**src/design/hbtp_pkg.sv**
```systemverilog
// Shared types and constants for the hashed block test pattern generator.
// No dependencies; imported by hbtp_lane and hashed_block_test_pattern.
`default_nettype none

package hbtp_pkg;

  // Word widths fixed by the stream format
  localparam int OFF_W  = 18;
  localparam int POS_W  = OFF_W + 1;
  localparam int IDX_W  = 4;
  localparam int HASH_W = 32;

  // Byte-folded hash fits here: 4 bytes * 255 * 15 < 2^14
  localparam int SUM_W = 14;

  // Hash lane depth in register stages
  localparam int LANE_LAT = 8;

  // Front end depth: divide by width, fix the remainder, form both pixel coordinates
  localparam int FRONT_LAT = 3;

  localparam logic [HASH_W-1:0] SEED_MUL = 32'd2654435761;
  localparam logic [HASH_W-1:0] BX_MUL   = 32'd73856093;
  localparam logic [HASH_W-1:0] BY_MUL   = 32'd19349663;
  localparam logic [HASH_W-1:0] MIX1_MUL = 32'h7feb352d;
  localparam logic [HASH_W-1:0] MIX2_MUL = 32'h846ca68b;

  typedef logic [IDX_W-1:0]  hbtp_idx_t;
  typedef logic [HASH_W-1:0] hbtp_hash_t;

endpackage

`default_nettype wire

```
**src/design/hbtp_lane.sv**
```systemverilog
// One pixel hash lane: border test, block coordinates, hash and palette reduction.
// Depends on hbtp_pkg; instantiated twice by hashed_block_test_pattern.
`default_nettype none

module hbtp_lane
  import hbtp_pkg::*;
#(
  parameter int IMAGE_WIDTH  = 800,
  parameter int IMAGE_HEIGHT = 480,
  parameter int BLOCK_SIZE   = 40,
  parameter int PALETTE_SIZE = 7,
  parameter int BORDER_WIDTH = 4,
  parameter int COL_W        = 10,
  parameter int ROW_W        = 9
) (
  input  wire logic             clk,
  input  wire logic             en,
  input  wire logic [COL_W-1:0] col,
  input  wire logic [ROW_W-1:0] row,
  input  wire logic             off_frame,
  input  wire hbtp_hash_t       seed_mix,
  output hbtp_idx_t             idx
);

  localparam int DIV_K = 24;
  localparam logic [31:0] RECIP_B = 32'((64'd1 << DIV_K) / BLOCK_SIZE);
  localparam int MOD_K = 20;
  localparam logic [31:0] RECIP_P = 32'((64'd1 << MOD_K) / PALETTE_SIZE);
  localparam logic [31:0] FOLD0 = 32'(64'd1 % PALETTE_SIZE);
  localparam logic [31:0] FOLD1 = 32'((64'd1 << 8) % PALETTE_SIZE);
  localparam logic [31:0] FOLD2 = 32'((64'd1 << 16) % PALETTE_SIZE);
  localparam logic [31:0] FOLD3 = 32'((64'd1 << 24) % PALETTE_SIZE);

  // Stage 1: border test, block quotient estimate
  logic [COL_W-1:0] col1_r, bxq1_r;
  logic [ROW_W-1:0] row1_r, byq1_r;
  logic             z1_r;
  // Stage 2: remainders
  logic [COL_W-1:0] bxq2_r, rx2_r;
  logic [ROW_W-1:0] byq2_r, ry2_r;
  logic             z2_r;
  // Stages 3..8: hash, byte fold and palette reduction
  hbtp_hash_t       h3_r, a4_r, b5_r;
  logic             z3_r, z4_r, z5_r, z6_r, z7_r;
  logic [SUM_W-1:0] s6_r, s7_r, mq7_r;
  hbtp_idx_t        idx8_r;

  logic [47:0]      prod_x, prod_y;
  logic             border;
  logic [COL_W-1:0] rx_nxt;
  logic [ROW_W-1:0] ry_nxt;
  logic [31:0]      bx, by;
  hbtp_hash_t       h_nxt, a_nxt, b_nxt, v6;
  logic [SUM_W-1:0] s_nxt;
  logic [39:0]      prod_m;
  logic [SUM_W-1:0] r8;
  hbtp_idx_t        idx_nxt;

  always_comb begin
    border = (32'(col) < BORDER_WIDTH) || (32'(row) < BORDER_WIDTH) ||
             (32'(col) + BORDER_WIDTH >= IMAGE_WIDTH) ||
             (32'(row) + BORDER_WIDTH >= IMAGE_HEIGHT);
    prod_x = 48'(col) * 48'(RECIP_B);
    prod_y = 48'(row) * 48'(RECIP_B);
  end

  assign rx_nxt = col1_r - COL_W'(32'(bxq1_r) * BLOCK_SIZE);
  assign ry_nxt = row1_r - ROW_W'(32'(byq1_r) * BLOCK_SIZE);

  // Quotient estimate is at most one short
  always_comb begin
    bx = 32'(bxq2_r) + ((32'(rx2_r) >= BLOCK_SIZE) ? 32'd1 : 32'd0);
    by = 32'(byq2_r) + ((32'(ry2_r) >= BLOCK_SIZE) ? 32'd1 : 32'd0);
    h_nxt = seed_mix + bx * BX_MUL + by * BY_MUL;
    a_nxt = (h3_r ^ (h3_r >> 16)) * MIX1_MUL;
    b_nxt = (a4_r ^ (a4_r >> 15)) * MIX2_MUL;
    v6    = b5_r ^ (b5_r >> 16);
    // Fold the bytes: each weight is 256^i reduced by the palette size
    s_nxt = SUM_W'(32'(v6[7:0]) * FOLD0 + 32'(v6[15:8]) * FOLD1 +
                   32'(v6[23:16]) * FOLD2 + 32'(v6[31:24]) * FOLD3);
    prod_m = 40'(s6_r) * 40'(RECIP_P);
  end

  always_comb begin
    r8 = s7_r - SUM_W'(32'(mq7_r) * PALETTE_SIZE);
    if (32'(r8) >= PALETTE_SIZE) begin
      r8 = r8 - SUM_W'(PALETTE_SIZE);
    end
    idx_nxt = z7_r ? '0 : IDX_W'(r8);
  end

  always_ff @(posedge clk) begin
    if (en) begin
      col1_r <= col;
      row1_r <= row;
      bxq1_r <= prod_x[DIV_K +: COL_W];
      byq1_r <= prod_y[DIV_K +: ROW_W];
      z1_r   <= off_frame | border;

      bxq2_r <= bxq1_r;
      byq2_r <= byq1_r;
      rx2_r  <= rx_nxt;
      ry2_r  <= ry_nxt;
      z2_r   <= z1_r;

      h3_r   <= h_nxt;
      z3_r   <= z2_r;
      a4_r   <= a_nxt;
      z4_r   <= z3_r;
      b5_r   <= b_nxt;
      z5_r   <= z4_r;
      s6_r   <= s_nxt;
      z6_r   <= z5_r;
      s7_r   <= s6_r;
      mq7_r  <= prod_m[MOD_K +: SUM_W];
      z7_r   <= z6_r;
      idx8_r <= idx_nxt;
    end
  end

  assign idx = idx8_r;

endmodule

`default_nettype wire

```
**src/design/hashed_block_test_pattern.sv**
```systemverilog
// Hashed block test pattern: one packed panel byte per accepted offset word.
// Pipeline: 11 register stages (3 front-end stages that split the pixel index
// into row and column, then 8 stages in each of two hash lanes); a taken word
// shows on out_tvalid once it reaches the last stage.
// Throughput: one word per clock unless the output stalls; the depth is set by
// the two chained 32-bit multipliers of the avalanche hash and the reciprocal
// multipliers that replace the divides.
// Input: in_tdata carries byte_offset, in_tlast marks the last byte of a request.
// Output: out_tdata carries the pixel byte (first pixel in the high nibble),
// out_tuser flags an offset past the frame payload (byte is then zero), and
// out_tlast echoes in_tlast.
// Seed: cfg_wr_en writes cfg_wr_data; write it only while no word is in flight.
// Reset: the pipeline empties and the seed returns to zero.
// Stall: while the output word waits, the whole pipeline holds and in_tready
// is low; nothing is dropped or repeated.
`default_nettype none

module hashed_block_test_pattern
  import hbtp_pkg::*;
#(
  parameter int IMAGE_WIDTH  = 800,
  parameter int IMAGE_HEIGHT = 480,
  parameter int BLOCK_SIZE   = 40,
  parameter int PALETTE_SIZE = 7,
  parameter int BORDER_WIDTH = 4
) (
  input  wire logic        clk,
  input  wire logic        rst_n,
  input  wire logic        cfg_wr_en,
  input  wire logic [31:0] cfg_wr_data,
  input  wire logic        in_tvalid,
  output logic             in_tready,
  input  wire logic [23:0] in_tdata,    // [17:0] byte_offset, [23:18] zero
  input  wire logic        in_tlast,
  output logic             out_tvalid,
  input  wire logic        out_tready,
  output logic [7:0]       out_tdata,   // [7:0] pixel_byte
  output logic             out_tuser,   // [0] out_of_range
  output logic             out_tlast
);

  localparam int COL_W = $clog2(IMAGE_WIDTH + 1);
  localparam int ROW_W = $clog2(IMAGE_HEIGHT + 1);
  localparam int DEPTH = FRONT_LAT + LANE_LAT;
  localparam logic [31:0] PIXEL_COUNT = 32'(IMAGE_WIDTH * IMAGE_HEIGHT);
  localparam logic [31:0] PAYLOAD     = (PIXEL_COUNT + 32'd1) / 32'd2;
  localparam logic [31:0] RECIP_W     = 32'((64'd1 << 32) / IMAGE_WIDTH);

  logic             en;
  logic [DEPTH-1:0] vld_r, last_r, oor_r;
  hbtp_hash_t       seed_r, seed_mix_r;

  logic [POS_W-1:0] pos;
  logic [50:0]      prod_w;

  logic [POS_W-1:0] pos1_r, q1_r;
  logic             za1_r, zb1_r;
  logic [POS_W-1:0] q2_r;
  logic [COL_W:0]   rem2_r;
  logic             za2_r, zb2_r;
  logic [COL_W-1:0] cola3_r, colb3_r;
  logic [ROW_W-1:0] rowa3_r, rowb3_r;
  logic             za3_r, zb3_r;

  logic [POS_W-1:0] rem_full;
  logic [COL_W-1:0] cola, colb;
  logic [POS_W-1:0] rowa, rowb;
  hbtp_idx_t        idx_a, idx_b;

  // Advance whenever the output slot is free or being taken
  assign en        = !vld_r[DEPTH-1] || out_tready;
  assign in_tready = en;

  assign pos    = {in_tdata[OFF_W-1:0], 1'b0};
  assign prod_w = 51'(pos) * 51'(RECIP_W);

  assign rem_full = pos1_r - POS_W'(32'(q1_r) * IMAGE_WIDTH);

  // Quotient from the reciprocal may be one short: fix, then step to the second pixel
  always_comb begin
    if (32'(rem2_r) >= IMAGE_WIDTH) begin
      cola = COL_W'(32'(rem2_r) - IMAGE_WIDTH);
      rowa = q2_r + POS_W'(1);
    end else begin
      cola = rem2_r[COL_W-1:0];
      rowa = q2_r;
    end
    if (32'(cola) + 32'd1 == IMAGE_WIDTH) begin
      colb = '0;
      rowb = rowa + POS_W'(1);
    end else begin
      colb = cola + COL_W'(1);
      rowb = rowa;
    end
  end

  always_ff @(posedge clk) begin
    if (!rst_n) begin
      seed_r     <= '0;
      seed_mix_r <= '0;
      vld_r      <= '0;
    end else begin
      if (cfg_wr_en) begin
        seed_r <= cfg_wr_data;
      end
      seed_mix_r <= seed_r * SEED_MUL;
      if (en) begin
        vld_r <= {vld_r[DEPTH-2:0], in_tvalid};
      end
    end
  end

  always_ff @(posedge clk) begin
    if (en) begin
      last_r  <= {last_r[DEPTH-2:0], in_tlast};
      oor_r   <= {oor_r[DEPTH-2:0], 32'(in_tdata[OFF_W-1:0]) >= PAYLOAD};

      pos1_r  <= pos;
      q1_r    <= prod_w[32 +: POS_W];
      za1_r   <= 32'(pos) >= PIXEL_COUNT;
      zb1_r   <= 32'(pos) + 32'd1 >= PIXEL_COUNT;

      q2_r    <= q1_r;
      rem2_r  <= rem_full[COL_W:0];
      za2_r   <= za1_r;
      zb2_r   <= zb1_r;

      cola3_r <= cola;
      colb3_r <= colb;
      rowa3_r <= rowa[ROW_W-1:0];
      rowb3_r <= rowb[ROW_W-1:0];
      za3_r   <= za2_r;
      zb3_r   <= zb2_r;
    end
  end

  hbtp_lane #(
    .IMAGE_WIDTH (IMAGE_WIDTH),
    .IMAGE_HEIGHT(IMAGE_HEIGHT),
    .BLOCK_SIZE  (BLOCK_SIZE),
    .PALETTE_SIZE(PALETTE_SIZE),
    .BORDER_WIDTH(BORDER_WIDTH),
    .COL_W       (COL_W),
    .ROW_W       (ROW_W)
  ) u_lane_a (
    .clk      (clk),
    .en       (en),
    .col      (cola3_r),
    .row      (rowa3_r),
    .off_frame(za3_r),
    .seed_mix (seed_mix_r),
    .idx      (idx_a)
  );

  hbtp_lane #(
    .IMAGE_WIDTH (IMAGE_WIDTH),
    .IMAGE_HEIGHT(IMAGE_HEIGHT),
    .BLOCK_SIZE  (BLOCK_SIZE),
    .PALETTE_SIZE(PALETTE_SIZE),
    .BORDER_WIDTH(BORDER_WIDTH),
    .COL_W       (COL_W),
    .ROW_W       (ROW_W)
  ) u_lane_b (
    .clk      (clk),
    .en       (en),
    .col      (colb3_r),
    .row      (rowb3_r),
    .off_frame(zb3_r),
    .seed_mix (seed_mix_r),
    .idx      (idx_b)
  );

  assign out_tvalid = vld_r[DEPTH-1];
  assign out_tdata  = {idx_a, idx_b};
  assign out_tuser  = oor_r[DEPTH-1];
  assign out_tlast  = last_r[DEPTH-1];

`ifndef SYNTHESIS
  a_oor_zero: assert property (@(posedge clk) disable iff (!rst_n)
    (out_tvalid && out_tuser) |-> (out_tdata == 8'd0))
    else $error("out-of-range word carries a nonzero byte");

  a_idx_range: assert property (@(posedge clk) disable iff (!rst_n)
    out_tvalid |-> ((32'(out_tdata[3:0]) < PALETTE_SIZE) &&
                    (32'(out_tdata[7:4]) < PALETTE_SIZE)))
    else $error("palette index out of range");

  a_stall_hold: assert property (@(posedge clk) disable iff (!rst_n)
    (!en) |=> $stable(vld_r))
    else $error("pipeline moved during a stall");
`endif

endmodule

`default_nettype wire

```
**config.mk**
```make
export PLATFORM = sky130hd
export DESIGN_NAME = hashed_block_test_pattern
export DESIGN_NICKNAME = d
export VERILOG_FILES = /design/src/design/hbtp_pkg.sv /design/src/design/hbtp_lane.sv /design/src/design/hashed_block_test_pattern.sv
export SDC_FILE = /design/constraint.sdc
export NUM_CORES = 2
export LEC_CHECK = 0
export BUFFER_PORTS_ARGS = -buffer_cell sky130_fd_sc_hd__buf_2
export CAP_MARGIN = 20
export CORE_ASPECT_RATIO = 0.6
export CORE_MARGIN = 4
export CORE_UTILIZATION = 35
export DETAILED_ROUTE_END_ITERATION = 7
export PLACE_DENSITY = 0.46
export SYNTH_ARGS = -nofsm -noshare
export SYNTH_HDL_FRONTEND = slang
export SYNTH_SLANG_ARGS = --single-unit
```
**constraint.sdc**
```tcl
create_clock -name clk -period 44.4 [get_ports clk]
set_input_delay 4.44 -clock clk [delete_from_list [all_inputs] [get_ports clk]]
set_output_delay 4.44 -clock clk [all_outputs]
set_load 0.05 [all_outputs]
```
Word-level counts from Yosys, hierarchy flattened

Index checks and enable logic that the tools add are counted.

Flip-flop bits (word level): 587
Input port bits: 62
Word-level logic and storage cells: 163
Output and inout port bits: 12

Add/sub/neg operators: 33
$lt $le $gt $ge: 18
$mul: 23
Bitwise logic cells: 8
Reduce and logical (&&, ||, !) cells: 8
Muxes and demuxes: 9
Equality and inequality tests: 1

Operators with widths:

| kind                                                  | number |
|---|---|
| adder 32 bit                                          | 4 |
| bitwise XOR 32 x 16 -> 32 bit                         | 4 |
| multiplier 32 x 32 -> 32 bit, second input constant   | 3 |
| adder 4 x 32 -> 32 bit                                | 2 |
| adder 5 x 32 -> 32 bit                                | 2 |
| >= comparator 32 x 10 -> 1 bit, second input constant | 2 |
| >= comparator 32 x 9 -> 1 bit, second input constant  | 2 |
| multiplier 32 x 25 -> 32 bit, second input constant   | 2 |
| multiplier 32 x 27 -> 32 bit, second input constant   | 2 |
| multiplier 32 x 31 -> 32 bit, second input constant   | 2 |
| bitwise XOR 32 x 17 -> 32 bit                         | 2 |
| multiplier 14 x 16 -> 30 bit, second input constant   | 2 |
| multiplier 10 x 18 -> 28 bit, second input constant   | 2 |
| multiplier 9 x 18 -> 27 bit, second input constant    | 2 |
| multiplier 18 x 23 -> 41 bit, second input constant   | 1 |
| adder 14 x 8 -> 14 bit                                | 2 |
| adder 14 x 9 -> 14 bit                                | 2 |
| >= comparator 14 x 3 -> 1 bit, second input constant  | 2 |
| multiplier 12 x 3 -> 14 bit, second input constant    | 2 |
| subtractor 14 bit                                     | 2 |
| adder 10 x 3 -> 11 bit, second input constant         | 2 |
| adder 8 x 10 -> 11 bit                                | 2 |
| adder 19 x 1 -> 20 bit, second input constant         | 1 |
| adder 9 x 3 -> 10 bit, second input constant          | 2 |
| other kinds (27)                                      | 49 |

Longest topological paths before layout

Depth in word-level cells: 6
Mapped depth: 34
Gate-level depth less buffers: 34

Hierarchy

A second synthesis with hierarchy kept.

Cells, all modules: 8727
Area, all modules: 91612.9 um^2

Modules (own cells, without submodules):

| module                    | cells each | instances | sequential area each (um^2) | area an instance (um^2) |
|---|---|---|---|---|
| hbtp_lane (u_lane_a)      | 3469       | 1         | 5585.4                      | 35864.4 |
| hbtp_lane (u_lane_b)      | 3393       | 1         | 5585.4                      | 35626.7 |
| hashed_block_test_pattern | 1865       | 1         | 3933.8                      | 20121.8 |

Least setup slack after synthesis

Ideal clock, no wire load.

Path kind: input to output
Start: input port out_tready
End: output port in_tready
Slack: 23.312 ns
Arrival: 16.648 ns
Stages on the path: 3
Buffers on the path: 1
Data required time: 39.960 ns
Cells stage by stage: nor2b_1 -> inv_1 -> clkbuf_1

Cells in the longest elaborated chain, start to end: 1

Ends and longest elaborated chain:

| item               | line                            | RTL |
|---|---|---|
| start: declaration | hashed_block_test_pattern.sv:36 | `input wire logic out_tready,` |
| logical OR 1 bit   | hashed_block_test_pattern.sv:71 | `assign en = !vld_r[DEPTH-1] \|\| out_tready;` |
| end: declaration   | hashed_block_test_pattern.sv:32 | `output logic in_tready,` |

No other way between the ends.

Final worst setup path

Ends and elaborated chain as after synthesis.

==> summary.txt <==
Global routing
  – Vias in the first global route: ~60000
  – Total grt overflow: 0
  – Total GRT Usage: 18.06%
  – Largest net degree at the start of global routing: 120
  – Initial antenna violation count: 7
  – First-pass GRT wire length: 362300 um

Placement
  – Pre-CTS WS: 33.42 ns
  – Number of port buffers: 67
  – Post-DP HPWL: 198900 um
  – Routability cong.: 0.8922

Yosys
  – Area contributors post-synth: fa_1 32%, ha_1 26%, edfxtp_1 14%, inv_1 10%, xnor2_1 4.0%
  – Synth top area share: a little under a third
  – Synth Cell Area: 89300 um^2
  – Number of synthesized register bits: approximately 500
  – Largest area contributor in the netlist: fa_1
  – EDFF count, synth: 426
  – Synth Instances: 8308
  – Post-Syn Nets: 11660
  – Syn Area/Cell: 10.75 um^2
  – Prevailing post-synth register cell: edfxtp_1
  – Register area share after synthesis: 16.01%
  – Syn. warnings: 0
  – Ys async rst share: 0%
  – Post-synth cell types: 89

Die
  – FP Rows: 143
  – Initial core utilization: 35.22%
  – Core ar.: 253500 um^2
  – Die Y: 399.3 um
  – Die Span X: 660.1 um
  – IO Pins: between 70 and 80
  – Die footprint: between 200000 and 300000 um^2

Timing
  – Tmin final: 10.39 ns
  – Worst Clk Skew: 0.04333 ns
  – Setup TNS: 0 ns
  – Normalized max-slew margin: 29.40%
  – Slew Viols, Final: 0
  – Worst slew pin tran: roughly 1.1 ns
  – Max Clk Rate: 0.09626 GHz
  – Hold WS: 0.4065 ns
  – Final period utilization: 23.40%
  – Final Hold Viols: 0
  – RSZ-0062 raised after global routing: false
  – Final setup fails: 0
  – Setup ws final: 34.01 ns

Route
  – DR WL/cell: around 19 um
  – Post-Route WL: 229400 um
  – Routed Antenna Nets: 0
  – DRC viols: 0
  – Vias: 55010
  – Vias per std cell: 4.598
  – 1st-pass router iterations: 5
  – First-iteration detailed-routing DRC count: 3107

Final layout
  – Footprint of the multi-input gates: between 60000 and 70000 um^2
  – Fill count: 25180
  – Commonest non-fill, non-tap cell in the layout: inv_1
  – Total Nets Final: 11860
  – Commonest non-fill, non-tap cells in the layout: 2478 x inv_1, 1879 x ha_1, 1410 x fa_1, 426 x edfxtp_1, 403 x xnor2_1
  – Area Overhead vs Synth: 8.145%
  – Share of layout cells above drive strength 1: 3.460%
  – FF+latch area: around 14000 um^2

Critical path
  – R2R cell count: 30
  – Crit Path Max Fanout: 13
  – CP Class: input port to output pin
  – CP required: roughly 40 ns
  – Worst path arrival time: 5.95 ns
  – CP Launch Type: input port
  – Crit path capture type: output pin

Outcome
  – Status: finished clean

Clock network
  – Htree depth: 2
  – CTS clock-pin slew for the worst setup and hold paths: 0.07 ns
  – CTS root buf: clkbuf_16
  – CTS Buf Count: 60
  – CTS tree: yes
  – CTS Buffer Depth: 3
  – Sink Count: about 500
  – CTS resizes: 0
  – Postcts setup bufs: 0
  – Cts hold-fix bufs: 0
  – Clk Latency, worst-skew pair: 0.70 ns

Worst hold path
  – Hold Path Stages: 0
  – Hold Path Class: register to register

Job
  – Max-Cap Viols: 0
==> sequential cells by signal, indices dropped and copies added, names as in the netlist, 32 cells and up <==
signal         count
seed_mix_r        32
u_lane_a.a4_r     32
u_lane_b.h3_r     32
seed_r            32
u_lane_a.b5_r     32
u_lane_a.h3_r     32
u_lane_b.b5_r     32
u_lane_b.a4_r     32
==> layer usage <==
metal	GRT usage, %	share of wire [%]
met1	30.72	57
met2	22.06	34
met3	5.080	7.8
met4	1.795	0.88
met5	0.4219	0.067
==> path summary, 6_finish.rpt <==
kind / start / end / slack, ns
hold / removal: u_lane_b.z5_r / u_lane_b.z6_r / 0.41
hold reg to reg: u_lane_b.z5_r / u_lane_b.z6_r / 0.41
setup reg to reg: u_lane_a.rx2_r[4] / u_lane_a.h3_r[28] / 34.81
setup / recovery: out_tready / in_tready / 34.01
==> synthesized netlist by cell type (46+ instances only) <==
cell      instances
a21o_1          135
a21oi_1         221
and2_1           46
dfxtp_1          75
edfxtp_1        426
fa_1           1410
ha_1           1879
inv_1          2479
nand2_1         121
nand3_1          46
nor2_1          153
nor2b_1          71
nor3_1           50
o21a_1           56
o21ai_0         119
xnor2_1         403
xor2_1          186
==> critical path, cell delays in order <==
cell and delay (ns):
buf_2 0.10, nor2b_1 0.80, inv_8 0.27, buf_2 0.32
==> metrics by stage <==
stage | cell area, um^2 | util (%) | std cells
floorplan | 89300 | - | 8308
global placement | 94520 | 37.28 | 11850
detailed placement | 94530 | 37.29 | 11850
CTS | 96560 | 38.09 | 11960
global route | 96570 | 38.09 | 11960
finish | 96570 | 38.09 | 11960
==> cell type report <==
cell class	instances	area share [%]
clock inverter	43	0.4690
inverter	2479	9.643
timing repair buffer	157	1.073
antenna	2	0.005182
tap	3407	4.414
sequential	501	14.80
multi-input combinational	5306	67.96
clock buffer	69	1.632
==> logic make-up (layout without fill, tap and decap cells) <==
kind of cell | Yosys count | in the layout | synth area share (%)
AND/OR/NAND/NOR | 632 | 632 | 3.626
flip-flops | 501 | 501 | 16.01
adder cells (fa/ha/maj) | 3289 | 3289 | 57.94
multiplexers | 40 | 40 | 0.4526
other | 0 | 2 | 0
AO/OA/AOI/OAI | 754 | 754 | 5.638
XOR/XNOR | 591 | 591 | 5.827
buffers and inverters | 2501 | 2748 | 10.51
Power is left out: the tool's default activity adds up to more than one toggle a clock period on the data nets, which glitch-free logic cannot reach.
